**config.mk**
```make
export PLATFORM = sky130hd
export DESIGN_NAME = aik_sqrt_cell
export DESIGN_NICKNAME = d
export VERILOG_FILES = /design/src/rtl/core/aik_pkg.sv /design/src/rtl/core/aik_sqrt_cell.sv
export SDC_FILE = /design/constraint.sdc
export NUM_CORES = 1
export LEC_CHECK = 0
export BUFFER_PORTS_ARGS = -buffer_cell sky130_fd_sc_hd__buf_2
export CAP_MARGIN = 40
export CORE_MARGIN = 1.5
export CORE_UTILIZATION = 40
export CTS_BUF_LIST = sky130_fd_sc_hd__clkbuf_8 sky130_fd_sc_hd__clkbuf_16
export DETAILED_ROUTE_END_ITERATION = 10
export GPL_TIMING_DRIVEN = 0
export PLACE_DENSITY = 0.64
export SLEW_MARGIN = 15
export SYNTH_ARGS = -nofsm -noshare
export SYNTH_HDL_FRONTEND = slang
export SYNTH_SLANG_ARGS = --single-unit
export TNS_END_PERCENT = 10
```
**constraint.sdc**
```tcl
create_clock -name clk_i -period 3.3 [get_ports clk_i]
set_input_delay 0 -clock clk_i [delete_from_list [all_inputs] [get_ports clk_i]]
set_output_delay 0 -clock clk_i [all_outputs]
set_load 0.03 [all_outputs]
```
**src/rtl/core/aik_pkg.sv**
```systemverilog
`timescale 1ns / 1ps

package aik_pkg;

  localparam int CordicStagesDef = 16;
  localparam int JointW = 17;
  localparam int OpW = 48;
  localparam int SqW = 64;
  localparam int SqSteps = SqW / 2;
  localparam int NormSteps = 10;
  localparam int FineW = 34;

  localparam logic signed [31:0] Deg180Fine = 32'sd754974720;
  localparam logic signed [FineW-1:0] AngLimit = 34'sd46080;
  localparam logic signed [JointW-1:0] PitchFixed = -17'sd5760;

  typedef enum logic [1:0] {
    REG_UPPER = 2'd0,
    REG_FORE  = 2'd1,
    REG_BASE  = 2'd2
  } cfg_reg_e;

  typedef struct packed {
    logic               valid;
    logic signed [14:0] x;
    logic signed [14:0] y;
    logic signed [15:0] s;
    logic signed [31:0] n;
    logic [28:0]        d;
    logic               le;
    logic signed [14:0] roll;
  } sq_side_t;

  typedef struct packed {
    logic valid;
    logic signed [14:0] roll;
  } at_side_t;

  typedef struct packed {
    logic xneg;
    logic yneg;
    logic zero;
  } quad_t;

  // arctan(2^-i) in 2^-22 degree
  function automatic logic signed [31:0] atan_fine(input int i);
    logic signed [31:0] v;
    case (i)
      0: v = 32'sd188743680;
      1: v = 32'sd111421900;
      2: v = 32'sd58872272;
      3: v = 32'sd29884485;
      4: v = 32'sd15000234;
      5: v = 32'sd7507429;
      6: v = 32'sd3754631;
      7: v = 32'sd1877430;
      8: v = 32'sd938729;
      9: v = 32'sd469366;
      10: v = 32'sd234683;
      11: v = 32'sd117342;
      12: v = 32'sd58671;
      13: v = 32'sd29335;
      14: v = 32'sd14668;
      15: v = 32'sd7334;
      16: v = 32'sd3667;
      17: v = 32'sd1833;
      18: v = 32'sd917;
      19: v = 32'sd458;
      20: v = 32'sd229;
      21: v = 32'sd115;
      22: v = 32'sd57;
      23: v = 32'sd29;
      24: v = 32'sd14;
      25: v = 32'sd7;
      26: v = 32'sd4;
      27: v = 32'sd2;
      28: v = 32'sd1;
      default: v = 32'sd0;
    endcase
    return v;
  endfunction

endpackage

```
**src/rtl/core/aik_sqrt_cell.sv**
```systemverilog
`timescale 1ns / 1ps

module aik_sqrt_cell import aik_pkg::*; #(
  parameter int K = 0
) (
  input  logic           clk_i,
  input  logic           en_i,
  input  logic [SqW-1:0] rad_i,
  input  logic [SqW-1:0] res_i,
  output logic [SqW-1:0] rad_o,
  output logic [SqW-1:0] res_o
);

  localparam logic [SqW-1:0] Bit = SqW'(1) << (SqW - 2 - 2 * K);

  logic [SqW-1:0] sum;
  logic [SqW-1:0] rad_d, res_d, rad_q, res_q;

  always_comb begin
    sum = res_i + Bit;
    if (rad_i >= sum) begin
      rad_d = rad_i - sum;
      res_d = (res_i >> 1) + Bit;
    end else begin
      rad_d = rad_i;
      res_d = res_i >> 1;
    end
  end

  always_ff @(posedge clk_i) begin
    if (en_i) begin
      rad_q <= rad_d;
      res_q <= res_d;
    end
  end

  assign rad_o = rad_q;
  assign res_o = res_q;

endmodule

```
Word level (Yosys, flattened, before mapping)
Cells that the tools add are included. W data, S select, Z words.

Input bits: 130. Logic and storage cells: 9. Output and inout bits: 128. Register bits: 128.

$add $sub $neg: 3. Muxes and demuxes: 2. Magnitude comparators: 1.

Operators by type and width (count): $add A63 B63 Y64 const B (1); $add A64 B63 Y64 const B (1); $ge A64 B64 Y1 (1); $mux W64 (1); $sub A64 B64 Y64 (1); $mux W63 (1).

Depth between registers and ports, before layout
Word-level depth: 3. Gate-level depth with buffers: 14. Gate-level depth less buffers: 13.

Least setup slack after synthesis
OpenSTA, ideal clock, no wires.

Path type: input-to-reg. Start point: input port res_i[16]. End point: register rad_q[60] (netlist: rad_o[60]), data pin. Arrival: 2.602 ns. Setup slack: 0.440 ns. Path buffers: 0. Required time: 3.043 ns. Stages: 12. Setup time: 0.257 ns. Path through: inv_1 ha_1 and2_1 nand3_1 or3_1 a41o_1 nor3_2 o21ai_1 o41ai_4 or4b_1 a21oi_1 nor3_1.

Longest elaborated chain between the ends: 3. Elaborated cells between the ends (all ways): 4. Those cells by class: 2 x add/sub; 1 x order compare; 1 x mux.

Ends and longest elaborated chain: start, declared (line aik_sqrt_cell.sv:9) `input logic [SqW-1:0] res_i,`; $add A64 B63 Y64 (*) (line aik_sqrt_cell.sv:20) `sum = res_i + Bit;`; $sub A64 B64 Y64 / $ge A64 B64 Y1 (equally long branches) (line aik_sqrt_cell.sv:22, aik_sqrt_cell.sv:21); $mux W64 (*) (line aik_sqrt_cell.sv:21) `if (rad_i >= sum) begin`; via rad_d[60] (line aik_sqrt_cell.sv:17) `logic [SqW-1:0] rad_d, res_d, rad_q, res_q;`; end signal, assigned (line aik_sqrt_cell.sv:32) `rad_q <= rad_d;`; end, declared (line aik_sqrt_cell.sv:17).

Mark *: on every way through the listed nets, which the timed path passes. The rest lies on a longest branch. A chain may end at the register's enable or synchronous reset.

Final worst setup path
Start point: input port res_i[51]. End point: register rad_q[60] (netlist: rad_o[60]), data pin.

The elaborated chain is that of the path after synthesis.

==> flow_summary.yaml <==
outcome:
  run_status: "finished with violations"
  violations: "hold timing"
logic_synthesis:
  synth_seq_cells: 128
  synthArstFlopShare: 0
  yosys_warnings: 0
  synth_common_cells: "128 x edfxtp_1, 111 x a21oi_1, 82 x nor2_1"
  synth_area_leaders: "edfxtp_1 45%, ha_1 9.3%, a21oi_1 6.5%"
  synthDistinctLibCells: 58
  yosysMostFrequentCell: "edfxtp_1"
  synth.top_cell.area_share: 0.446
  ys.flop_type: "edfxtp_1"
  yosys.area.top_type: "edfxtp_1"
  synth_edf_count: 128
  ys_seq_area_frac: 0.446
  synth_area_um2: 8610
  syn_inst: 885
  synth_fp_nets: 1080
  synth.avg_cell_area_um2: 9.73
pwr:
  vdd_drop_max_mv: 0.338
  pwr-share-clk: 0.305
  p_per_area_nw_per_um2: 475
  leakage_nw: 5.53
  power.net_switching_mw: 1.98
  pwr-share-seq: 0.361
  p_comb_frac: 0.334
  p_int_mw: 3.76
  swShare: 0.345
drt:
  drt-initial-drc-count: 389
  postRouteAntennaNets: 0
  routed_wl_um: 25300
  wire_per_inst_um: 16.1
  num_vias: 8061
  drtPass1Iterations: 5
  viasPerCell: 5.12
  drc: 0
min_path:
  min_path_cells: 3
  worstHoldStart: "rad_i[50]"
  min_path_type: "in2reg"
  min_to: "rad_o[50]"
cells_and_area:
  areaGrowthSynthToFinish_pct: 40.3
  layout.nets: 1481
  final_util: 0.573
  final_cells: 1574
  design_area_um2: 12100
  num_antenna_cells: 0
  drive_above_1_share: 0.249
grt:
  antenna_found_initial: 0
  met3_usage: 0.0518
  grt_pass1_wl_um: 39300
  gr-total-overflow: 0
  grt_max_degree: 74
  grt_usage: 0.224
  grt_pass1_vias: 7888
  met1_usage: 0.295
  grt_use_met2: 0.371
  top_usage_layer: "met2"
setup_path:
  endpoint_kind: "flip-flop"
  required_ns: 3.48
  cp_cell_sequence: "dlygate4sd3_1, buf_2, inv_1, ha_1, clkbuf_1, nand2_1, nor2_1, and3_1, nand4_1, nor2_1, a2111oi_4, o41ai_4, buf_4, or4b_1, a21oi_1, nor3_1"
  crit_type: "in2reg"
  slowest_delay_ns: 0.54
  cp_max_fo: 7
  arrival_ns: 3.33
  cp-start-kind: "input port"
  critPathMostFrequentCell: "nor2_1"
  cp_slowest_cell: "dlygate4sd3_1"
clocking:
  path_clk_slew_ns: 0.06
  clk_path_buf_depth: 2
  cts-root-buf: "clkbuf_16"
  clock_sinks: 128
  h-tree-depth: 4
  numCtsBuffers: 17
  cts_tree: "yes"
placement:
  placed_area_um2: 10300
  io_buffers: 257
  dp_cells: 1418
  place_ws_ns: -0.635
  routabilityCongestion: 0.884
  dpl.hpwl_um: 18600
sta:
  finalSetupViolations: 0
  drv_slew: 0
  slew_headroom: 0.546
  fmax_ghz: 0.318
  hold_viol: 1
  worst_pin_slew_ns: 0.673
  fin_crit_ns: 3.14
  hold_slack_ns: -0.00967
  finalCritPeriodShare: 0.953
  fin_ws_ns: 0.155
floorplan:
  die_h_um: 150
  chipWidth_um: 150
  core_um2: 21100
  ios: 258
  start_util: 0.408
  rows: 53
  die_area_um2: 22400
run:
  drv_cap: 0
[cell type report]
class	count	area [um^2]
fill	1903	9000
multi-input combinational	642	4350
sequential	128	3840
timing repair buffer	382	2560
clock buffer	17	425
tap	275	344
inverter	78	293
buffer	37	159
clock inverter	15	106
[how the worst max path moves through the flow]
stage              start         to  depth (start not counted)
2_1_floorplan  res_i[16]  rad_o[60]                         12
3_3_place_gp    rad_i[0]  rad_o[20]                         14
3_5_place_dp   res_i[16]  rad_o[20]                         13
4_1_cts        res_i[16]  rad_o[43]                         13
5_1_grt        rad_i[33]  rad_o[53]                         14
6_report       res_i[51]  rad_o[60]                         16
[per-stage QoR]
stage / setup TNS, ns / power [mW] / hold WS [ns]
after floorplan: 0 / 3.34 / 0.0989
after global placement: -31.41 / 3.87 / 0.192
after detailed placement: -32.02 / 3.89 / 0.192
after CTS: -0.000333 / 5.76 / 0.000930
after global routing: -0.150 / 6.02 / 0.0289
final: 0 / 5.74 / -0.00967
[critical path: cells and delay by family]
family / cells / cell delay (ns)
AO/OA/AOI/OAI: 3 / 0.36
adder cells (fa/ha/maj): 1 / 0.26
AND/OR/NAND/NOR: 7 / 1.53
buffers and inverters: 5 / 1.15
[flip-flops by register name, indices dropped and copies added (netlist names)]
| signal | count |
|---|---|
| res_o | 64 |
| rad_o | 64 |
[what timing repair did]
item                       in CTS  in global routing
cloned                          0                  0
hold buffers                  123                  0
pin swaps                       0                  1
setup endpoints to repair      40                 66
hold endpoints to repair      124                  0
gates resized for setup         3                 10
buffers inserted                0                  1
[power groups by stage]
stage | sequential (mW) | clock (mW) | combinational [mW]
3_3_place_gp | 2.11 | 0 | 1.76
2_1_floorplan | 2.51 | 0 | 0.834
6_report | 2.07 | 1.75 | 1.92
5_1_grt | 2.09 | 1.84 | 2.09
4_1_cts | 2.08 | 1.78 | 1.90
3_5_place_dp | 2.11 | 0 | 1.78
[metal layers]
| layer | vias to the layer above | wire length, um |
|---|---|---|
| met5 | - | 0 |
| li1 | 4047 | - |
| met3 | 26 | 1480 |
| met1 | 3757 | 11500 |
| met2 | 231 | 11900 |
| met4 | 0 | 381 |
[logic make-up after synthesis]
group | count (synthesis) | share of synthesized area
adder cells (fa/ha/maj) | 65 | 0.0953
AND/OR/NAND/NOR | 234 | 0.132
buffers and inverters | 115 | 0.0519
flip-flops | 128 | 0.446
multiplexers | 15 | 0.0195
XOR/XNOR | 56 | 0.0570
AO/OA/AOI/OAI | 272 | 0.198
[placed cells by master, fill, tap and decap left out, types with 18 or more instances in the layout]
cell type	n
a21o_1	49
ha_1	64
edfxtp_1	128
inv_1	81
o21ai_0	37
nand2_1	52
xnor2_1	36
nand4_1	18
dlygate4sd3_1	123
xor2_1	20
clkbuf_1	23
buf_2	267
nor2_1	82
a21oi_1	109
Note: power is estimated with default switching activity, not from simulation.
