`config.mk`:
```
export PLATFORM = sky130hd
export DESIGN_NAME = aik_delay
export DESIGN_NICKNAME = d
export VERILOG_FILES = /design/src/rtl/core/aik_pkg.sv /design/src/rtl/core/aik_delay.sv
export SDC_FILE = /design/constraint.sdc
export NUM_CORES = 1
export LEC_CHECK = 0
export ABC_AREA = 1
export BUFFER_PORTS_ARGS = -buffer_cell sky130_fd_sc_hd__buf_2
export CORE_AREA = 2 2 39 41
export CTS_BUF_LIST = sky130_fd_sc_hd__clkbuf_2
export CTS_CLUSTER_DIAMETER = 80
export DETAILED_ROUTE_END_ITERATION = 8
export DIE_AREA = 0 0 41 43
export PLACE_DENSITY_LB_ADDON = 0.12
export SYNTH_ARGS = -nofsm -noshare
export SYNTH_HDL_FRONTEND = slang
export SYNTH_SLANG_ARGS = --single-unit
```
`constraint.sdc`:
```
create_clock -name clk_i -period 0.91 [get_ports clk_i]
set_clock_uncertainty 0.05 [all_clocks]
set_input_delay 0.091 -clock clk_i [delete_from_list [all_inputs] [get_ports clk_i]]
set_output_delay 0.091 -clock clk_i [all_outputs]
set_load 0.05 [all_outputs]
```
`src/rtl/core/aik_pkg.sv`:
```
`timescale 1ns / 1ps

package aik_pkg;

  localparam int CordicStagesDef = 16;
  localparam int JointW = 17;
  localparam int OpW = 48;
  localparam int SqW = 64;
  localparam int SqSteps = SqW / 2;
  localparam int NormSteps = 10;
  localparam int FineW = 34;

  localparam logic signed [31:0] Deg180Fine = 32'sd754974720;
  localparam logic signed [FineW-1:0] AngLimit = 34'sd46080;
  localparam logic signed [JointW-1:0] PitchFixed = -17'sd5760;

  typedef enum logic [1:0] {
    REG_UPPER = 2'd0,
    REG_FORE  = 2'd1,
    REG_BASE  = 2'd2
  } cfg_reg_e;

  typedef struct packed {
    logic               valid;
    logic signed [14:0] x;
    logic signed [14:0] y;
    logic signed [15:0] s;
    logic signed [31:0] n;
    logic [28:0]        d;
    logic               le;
    logic signed [14:0] roll;
  } sq_side_t;

  typedef struct packed {
    logic valid;
    logic signed [14:0] roll;
  } at_side_t;

  typedef struct packed {
    logic xneg;
    logic yneg;
    logic zero;
  } quad_t;

  // arctan(2^-i) in 2^-22 degree
  function automatic logic signed [31:0] atan_fine(input int i);
    logic signed [31:0] v;
    case (i)
      0: v = 32'sd188743680;
      1: v = 32'sd111421900;
      2: v = 32'sd58872272;
      3: v = 32'sd29884485;
      4: v = 32'sd15000234;
      5: v = 32'sd7507429;
      6: v = 32'sd3754631;
      7: v = 32'sd1877430;
      8: v = 32'sd938729;
      9: v = 32'sd469366;
      10: v = 32'sd234683;
      11: v = 32'sd117342;
      12: v = 32'sd58671;
      13: v = 32'sd29335;
      14: v = 32'sd14668;
      15: v = 32'sd7334;
      16: v = 32'sd3667;
      17: v = 32'sd1833;
      18: v = 32'sd917;
      19: v = 32'sd458;
      20: v = 32'sd229;
      21: v = 32'sd115;
      22: v = 32'sd57;
      23: v = 32'sd29;
      24: v = 32'sd14;
      25: v = 32'sd7;
      26: v = 32'sd4;
      27: v = 32'sd2;
      28: v = 32'sd1;
      default: v = 32'sd0;
    endcase
    return v;
  endfunction

endpackage

```
`src/rtl/core/aik_delay.sv`:
```
`timescale 1ns / 1ps

module aik_delay import aik_pkg::*; #(
  parameter int W = 8,
  parameter int DEPTH = 1
) (
  input  logic         clk_i,
  input  logic         rst_ni,
  input  logic         en_i,
  input  logic [W-1:0] d_i,
  output logic [W-1:0] d_o
);

  logic [W-1:0] line_q [DEPTH];

  always_ff @(posedge clk_i or negedge rst_ni) begin
    if (!rst_ni) begin
      for (int i = 0; i < DEPTH; i++) line_q[i] <= '0;
    end else if (en_i) begin
      line_q[0] <= d_i;
      for (int i = 1; i < DEPTH; i++) line_q[i] <= line_q[i-1];
    end
  end

  assign d_o = line_q[DEPTH-1];

endmodule

```
Word level (Yosys, flattened, before mapping):

Cells that the tools add are included.

* register bits: 8
* input bits: 11
* output and inout bits: 8
* word-level logic and storage cells: 1

Depth between registers and ports, before layout:

Gate-level depths: netlist of run 1.

* depth in word-level cells: 0
* gate-level depth with buffers: 4
* depth with buffers taken out: 3

Worst setup path after synthesis of run 1:

No wires, ideal clock.

* path type: reg2reg
* start point: register, netlist name d_o[0]
* end point: register line_q, in the netlist d_o[0]
* setup time: 119 ps
* data arrival time: 713 ps
* required time: 741 ps
* setup slack: 28 ps
* stages on the path, launching flop included: 3
* path buffers: 0
* period minus slack after synthesis: 882 ps
* cells stage by stage: dfrtp_1 nand2_1 nand2_1

RTL lines
* end: declaration: RTL line aik_delay.sv:14 `logic [W-1:0] line_q [DEPTH];`

Worst setup path in the final report of run 1:

* start point: register line_q, in the netlist d_o[0]
* end point: output d_o[0]

RTL lines
* end: declaration: RTL line aik_delay.sv:11 `output logic [W-1:0] d_o`

No word-level cell between the ends.

==> results of run 1 <==
where the power goes:
group          switching (W)  internal, W
sequential         0.0000212     0.000387
clock               0.000126    0.0000900
combinational       0.000180     0.000148
per-stage QoR:
stage	cell area, sq um	power, W
final	609	0.000952
after floorplan	305	0.000562
after detailed placement	404	0.000627
after global routing	609	0.00101
after CTS	587	0.000951
after global placement	404	0.000626
final timing paths:
kind                             start  endpoint  slack (ns)  cells past startpoint
worst min register to register  d_o[4]    d_o[4]        0.45                      2
worst max register to register  d_o[2]    d_o[2]        0.02                      4
worst min-delay path            d_i[2]    d_o[2]        0.02                      3
min in group asynchronous       rst_ni    d_o[7]        0.18                      2
worst max-delay path            d_o[0]    d_o[0]       -0.03                      1
max in group asynchronous       rst_ni    d_o[1]        0.46                      2
worst register-to-register path, stage by stage, from the launching register on:
cell and delay (ns):
dfrtp_1 0.39, buf_4 0.13, buf_4 0.12, nand2_1 0.05, nand2_1 0.04
metal layers:
layer  global-route usage  part of all wire
met1                0.133              0.44
met2                0.156              0.51
met3               0.0314             0.049
met4               0.0800                 0
met5                    0                 0
area by class of cell:
cell class | instances | area (sq um) | share of cell area
clock buffers | 3 | 15.0 | 0.0246
inverters | 1 | 3.75 | 0.00616
multi-input cells | 24 | 90.1 | 0.148
flip-flops and latches | 8 | 200 | 0.329
well taps | 16 | 20.0 | 0.0329
repair buffers | 34 | 280 | 0.460
repair_timing:
action	CTS	global route
hold buffers	8	0
buffers inserted	5	3
hold endpoints to repair	15	0
pin swaps	0	0
resized for setup	16	0
setup endpoints to repair	8	8
cloned	0	0
logic make-up (layout without fill, tap and decap cells):
family / after synthesis / after routing
buf+inv: 2 / 38
flops: 8 / 8
simple gates: 24 / 24
cell usage after synthesis:
cell type,number,area [sq um]
nand2_1,24,90.1
dfrtp_1,8,200
buf_6,1,11.3
inv_2,1,3.75
placed cells by master, fill, tap and decap left out:
master / instances
nand2_1: 24
dlygate4sd3_1: 8
buf_2: 10
dfrtp_1: 8
buf_4: 8
inv_2: 1
clkbuf_2: 3
buf_6: 8
==> results_dict.tcl, run 1 <==
set metrics [dict create \
    synth_top_family_by_area "simple AND/OR/NAND/NOR gates" \
    cts_tree "done" \
    yosys_warnings 0 \
    cts.sinks 8 \
    nFillCells 145 \
    die-area_sq_mm 0.00176 \
    outcome "complete, but fails checks" \
    setup_slack_ns -0.0258 \
    first_global_vias 306 \
    max_freq_mhz 1070 \
    critPathRequiredTime_ns 0.77 \
    worstPathCellList "buf_6" \
    max-vdd-ir-drop_mv 0.543 \
    synth_area_sq_um 305 \
    leakage_nw 0.344 \
    cp_slowest_cell "dfrtp_1" \
    start_kind "register" \
    crit_buf_inv 1 \
    synth_area_per_cell_sq_um 8.98 \
    largest_register_ffs 8 \
    dr_total_vias 329 \
    worst_slew_pin_slew_ns 0.194 \
    hold_path.class "in -> reg" \
    io_buffers 18 \
    core_area_sq_mm 0.00138 \
    fin_nets 83 \
    rsz0062_at_grt "true" \
    whs_ns 0.0221 \
    vias_per_cell 3.83 \
    final_hold_viol_count 0 \
    first_pass_iters 4 \
    setup_viol 8 \
    yosys.area_share.xor_xnor 0 \
    route.detailed.drc 0 \
    timing.slew.headroom 0.871 \
    syn_inst 34 \
    numCtsBuffers 3 \
    die_w_um 41 \
    muxShareOfSynthArea 0 \
    powerDensity_mw_per_mm2 1560 \
    violations "negative setup slack" \
    overflow 0 \
    finalNonFillerCells 86 \
    cts-root-buf "clkbuf_2" \
    dp_hpwl_um 511 \
    fin_tns_setup_ns -0.114 \
    crit_path_end_kind "output pin" \
    cp.arrival_ns 0.79 \
    synth-compound-area-share 0 \
    drive_gt1_frac 0.429 \
    rows 14 \
    cap_violations 0 \
    cp_max_fo 2 \
    syn_nets 45 \
    antenna_cells 0 \
    ys_seq_area_frac 0.656 \
    cts.htree.levels 1 \
    area_growth_pct 99.6 \
    drv_slew 0 \
    post_drt_wl_per_cell_um 9.92 \
    worst-setup-path-type "reg -> out" \
    ys_ff_latch 8 \
    die_height_um 43 \
    insertion_delay_ns 0.23 \
    fin_util 0.440 \
    clk_path_buf_depth 2 \
    final_antenna_net_count 0 \
    synth-adder-area-share 0 \
    grt_max_degree 10 \
    drtIter0Drc 1 \
    slowest_delay_ns 0.40 \
    synth_cell_types 4 \
    boundaryPins 19 \
    final.min_clock_period_ns 0.936 \
    grt_pass1_wl_um 1230 \
    place_inst 67 \
    crit_family "flip-flops" \
    preCtsSetupSlack_ns 0.176 \
    routed_wl_um 853 \
    antenna_found_initial 0 \
    synthSimpleGateAreaFrac 0.295 \
    cts.clk_slew.worst_paths_ns 0.09 \
    final.period_utilization 1.03 \
    grt.total_usage 0.110 \
    start_util 0.221 \
    gp_congestion 0.582 \
]
No activity file was read; power rests on OpenSTA's default activity.
==> run 2, diff against run 1 <==
--- a/config.mk
+++ b/config.mk
@@ -13,6 +13,7 @@
 export DETAILED_ROUTE_END_ITERATION = 8
 export DIE_AREA = 0 0 41 43
 export PLACE_DENSITY_LB_ADDON = 0.12
+export SKIP_CTS_REPAIR_TIMING = 1
 export SYNTH_ARGS = -nofsm -noshare
 export SYNTH_HDL_FRONTEND = slang
 export SYNTH_SLANG_ARGS = --single-unit
==> constraint.sdc (replaced) <==
create_clock -name clk_i -period 0.85 [get_ports clk_i]
set_clock_uncertainty 0.05 [all_clocks]
set_input_delay 0.085 -clock clk_i [delete_from_list [all_inputs] [get_ports clk_i]]
set_output_delay 0.085 -clock clk_i [all_outputs]
set_load 0.05 [all_outputs]
==> results_dict.tcl, run 2 (synthesis gave the netlist of run 1 again) <==
set metrics [dict create \
    first_pass_iters 2 \
    cts.clk_slew.worst_paths_ns 0.08 \
    vias_per_cell 4.07 \
    fin_nets 69 \
    cts.sinks 8 \
    place_area_sq_um 414 \
    setup_viol 8 \
    grt.total_usage 0.0869 \
    grt_max_degree 10 \
    drive_gt1_frac 0.536 \
    final.min_clock_period_ns 0.930 \
    area_growth_pct 63.5 \
    antenna_cells 0 \
    crit_buf_inv 1 \
    leakage_nw 0.271 \
    die-area_sq_mm 0.00176 \
    numCtsBuffers 3 \
    insertion_delay_ns 0.22 \
    post_drt_wl_per_cell_um 9.32 \
    cap_violations 0 \
    final.period_utilization 1.09 \
    start_kind "register" \
    violations "negative setup slack" \
    cts_tree "done" \
    dr_total_vias 293 \
    largest_register_ffs 8 \
    outcome "complete, but fails checks" \
    r2r_cells 2 \
    max-vdd-ir-drop_mv 0.567 \
    cts-root-buf "clkbuf_2" \
    grt_pass1_wl_um 1000 \
    overflow 0 \
    boundaryPins 19 \
    worstPathCellList "buf_6" \
    worst_slew_pin_slew_ns 0.181 \
    final_hold_viol_count 0 \
    core_area_sq_mm 0.00138 \
    design_area_sq_um 499 \
    timing.slew.headroom 0.879 \
    hold_path.class "in -> reg" \
    antenna_found_initial 0 \
    cp.depth 1 \
    gp_congestion 0.549 \
    die_height_um 43 \
    max_freq_mhz 1080 \
    total_power_w 0.000938 \
    start_util 0.221 \
    cp_slowest_cell "dfrtp_2" \
    cp_max_fo 2 \
    drtIter0Drc 1 \
    rows 14 \
    routed_wl_um 671 \
    setup_slack_ns -0.0802 \
    first_global_vias 259 \
    route.detailed.drc 0 \
    cp.arrival_ns 0.80 \
    mostFrequentLayoutCells "nand2_1 (24), buf_2 (10), dfrtp_2 (8), buf_6 (8), clkbuf_2 (3)" \
    rsz0062_at_grt "true" \
    startpoint "d_o[3]" \
    slowest_delay_ns 0.42 \
    powerDensity_mw_per_mm2 1880 \
    cts.htree.levels 1 \
    worst-setup-path-type "reg -> out" \
    crit_family "flip-flops" \
    final_antenna_net_count 0 \
    clk_path_buf_depth 2 \
    timing.rr.end "d_o[7]" \
    final_common_cell "nand2_1" \
    regToRegStartpoint "d_o[7]" \
    crit_path_end_kind "output pin" \
    ff2ff_setup_slack_ns 0.17 \
    crit_path_end "d_o[3]" \
    critPathRequiredTime_ns 0.71 \
    fin_tns_setup_ns -0.587 \
    io_buffers 18 \
    die_w_um 41 \
    preCtsSetupSlack_ns 0.121 \
    drv_slew 0 \
]
run 2: changes by cell type in the layout (fill, tap and decap cells not counted):
| cell | delta |
|---|---|
| dlygate4sd3_1 | -6 |
| dfrtp_1 | -8 |
| dfrtp_2 | +8 |
| buf_4 | -8 |
run 2: how the worst min path moves through the flow:
stage               startpoint  endpoint  slack, ns  cells past startpoint
finish                  d_i[5]    d_o[5]      0.003                      3
global route            d_i[7]    d_o[7]     0.0006                      3
CTS                     rst_ni    d_o[2]      -0.37                      1
detailed placement      rst_ni    d_o[5]      -0.11                      1
global placement        rst_ni    d_o[5]      -0.11                      1
floorplan               rst_ni    d_o[0]      -0.26                      0
run 2: report_power, final:
| group | switching (W) | total, W | internal (W) | leakage [nW] |
|---|---|---|---|---|
| clock network | 0.000120 | 0.000217 | 0.0000963 | 0.0125 |
| logic | 0.000175 | 0.000278 | 0.000102 | 0.170 |
| registers | 0.0000242 | 0.000444 | 0.000420 | 0.0884 |
| total | 0.000320 | 0.000938 | 0.000619 | 0.271 |
run 2: routing by layer:
layer | vias to the layer above | global-route usage | routed length, um
met1 | 135 | 0.102 | 279
met4 | 0 | 0.0600 | 0
li1 | 145 | - | -
met5 | - | 0 | 0
met3 | 0 | 0.0314 | 56
met2 | 13 | 0.125 | 334
run 2: cell type report:
cell class | instances | area (sq um)
clock buffers | 3 | 15.0
fillers | 159 | 885
inverters | 1 | 3.75
multi-input cells | 24 | 90.1
flip-flops and latches | 8 | 210
well taps | 16 | 20.0
repair buffers | 20 | 160
run 2: stage by stage:
stage / hold slack [ns] / cells / utilization
global placement: -0.109 / 67 / 0.299
detailed placement: -0.111 / 67 / 0.299
CTS: -0.371 / 70 / 0.310
finish: 0.00280 / 72 / 0.361
floorplan: -0.261 / 34 / -
global route: 0.000563 / 72 / 0.361
==> run 3, diff against run 2 <==
==> constraint.sdc (replaced) <==
create_clock -name clk_i -period 0.8 [get_ports clk_i]
set_clock_uncertainty 0.05 [all_clocks]
set_input_delay 0.08 -clock clk_i [delete_from_list [all_inputs] [get_ports clk_i]]
set_output_delay 0.08 -clock clk_i [all_outputs]
set_load 0.05 [all_outputs]
==> results_dict.tcl, run 3 (synthesis gave the netlist of run 1 again) <==
set metrics [dict create \
    clk_path_buf_depth 2 \
    setup_viol 8 \
    first_global_vias 259 \
    nFillCells 157 \
    fin_tns_setup_ns -0.947 \
    start_util 0.221 \
    routed_wl_um 675 \
    post_drt_wl_per_cell_um 9.12 \
    crit_buf_inv 1 \
    p_switching_w 0.000341 \
    powerDensity_mw_per_mm2 1930 \
    start_kind "register" \
    cts-root-buf "clkbuf_2" \
    antenna_found_initial 0 \
    die_w_um 41 \
    largest_register_ffs 8 \
    hold_path.class "in -> reg" \
    cts.htree.levels 1 \
    comb_power_share 0.301 \
    die-area_sq_mm 0.00176 \
    fin_nets 71 \
    worstPathCellList "buf_6" \
    cp_max_fo 2 \
    drv_slew 0 \
    leakage_nw 0.279 \
    preCtsSetupSlack_ns 0.0765 \
    total_power_w 0.00100 \
    final_common_cell "nand2_1" \
    cp_slowest_cell "dfrtp_2" \
    regToRegStartpoint "d_o[7]" \
    crit_family "flip-flops" \
    startpoint "d_o[3]" \
    mostFrequentLayoutCells "nand2_1 (24), buf_2 (10), dfrtp_2 (8), buf_6 (8), dlygate4sd3_1 (4)" \
    cts.sinks 8 \
    grt_max_degree 10 \
    gp_congestion 0.549 \
    insertion_delay_ns 0.22 \
    numCtsBuffers 3 \
    max_freq_mhz 1080 \
    min_from "d_i[5]" \
    boundaryPins 19 \
    p_seq_frac 0.470 \
    cts_tree "done" \
    slowest_delay_ns 0.42 \
    io_buffers 18 \
    critPathRequiredTime_ns 0.67 \
    die_height_um 43 \
    drive_gt1_frac 0.517 \
    outcome "complete, but fails checks" \
    max-vdd-ir-drop_mv 0.605 \
    final_antenna_net_count 0 \
    rows 14 \
    whs_ns -0.00150 \
    internal_power_w 0.000664 \
    worst-setup-path-type "reg -> out" \
    fin_util 0.375 \
    area_growth_pct 70.1 \
    grt.total_usage 0.0869 \
    route.detailed.drc 0 \
    crit_path_end_kind "output pin" \
    overflow 0 \
    r2r_cells 2 \
    worst_slew_pin_slew_ns 0.181 \
    grt_pass1_wl_um 1000 \
    violations "negative hold slack, negative setup slack" \
    dr_total_vias 297 \
    timing.slew.headroom 0.879 \
    final.period_utilization 1.16 \
    cp.arrival_ns 0.79 \
    cts.clk_slew.worst_paths_ns 0.08 \
    core_area_sq_mm 0.00138 \
    cp.depth 1 \
    antenna_cells 0 \
    hold_depth 3 \
    cap_violations 0 \
    rsz0062_at_grt "true" \
    clkPwrFrac 0.229 \
    drtIter0Drc 1 \
    first_pass_iters 2 \
    p_sw_frac 0.339 \
    setup_slack_ns -0.125 \
    vias_per_cell 4.01 \
    final.min_clock_period_ns 0.925 \
    final_hold_viol_count 2 \
]
## run 3: changes by cell type in the layout (fill, tap and decap cells not counted), sizes merged
cell / change
dlygate4sd3: +2
## run 3: power groups by stage
stage	Combinational (W)	Sequential, W	Clock [W]
floorplan	0.0000449	0.000602	0
global placement	0.000248	0.000470	0
detailed placement	0.000248	0.000471	0
CTS	0.000248	0.000463	0.000246
global route	0.000326	0.000476	0.000267
finish	0.000303	0.000472	0.000230
## run 3: layout make-up
type,count,area (sq um),share of cell area
clock buffers,3,15.0,0.0289
inverters,1,3.75,0.00723
multi-input cells,24,90.1,0.173
flip-flops and latches,8,210,0.405
well taps,16,20.0,0.0386
repair buffers,22,180,0.347
## run 3: stage by stage
| stage | cells | cell area, sq um |
|---|---|---|
| 2_1_floorplan | 34 | 315 |
| 3_3_place_gp | 67 | 414 |
| 3_5_place_dp | 67 | 414 |
| 4_1_cts | 70 | 429 |
| 5_1_grt | 74 | 519 |
| 6_report | 74 | 519 |
## run 3: worst paths after layout
path                            slack [ns]     end
worst max-delay path                 -0.12  d_o[3]
worst min-delay path                -0.001  d_o[5]
worst max register to register        0.12  d_o[7]
worst min register to register        0.44  d_o[5]
max in group asynchronous             0.35  d_o[4]
min in group asynchronous             0.17  d_o[6]
## run 3: metal layers
layer,global-route usage,vias up,part of all wire
li1,-,149,-
met1,0.102,135,0.42
met4,0.0600,0,0
met2,0.125,13,0.50
met3,0.0314,0,0.086
met5,0,-,0
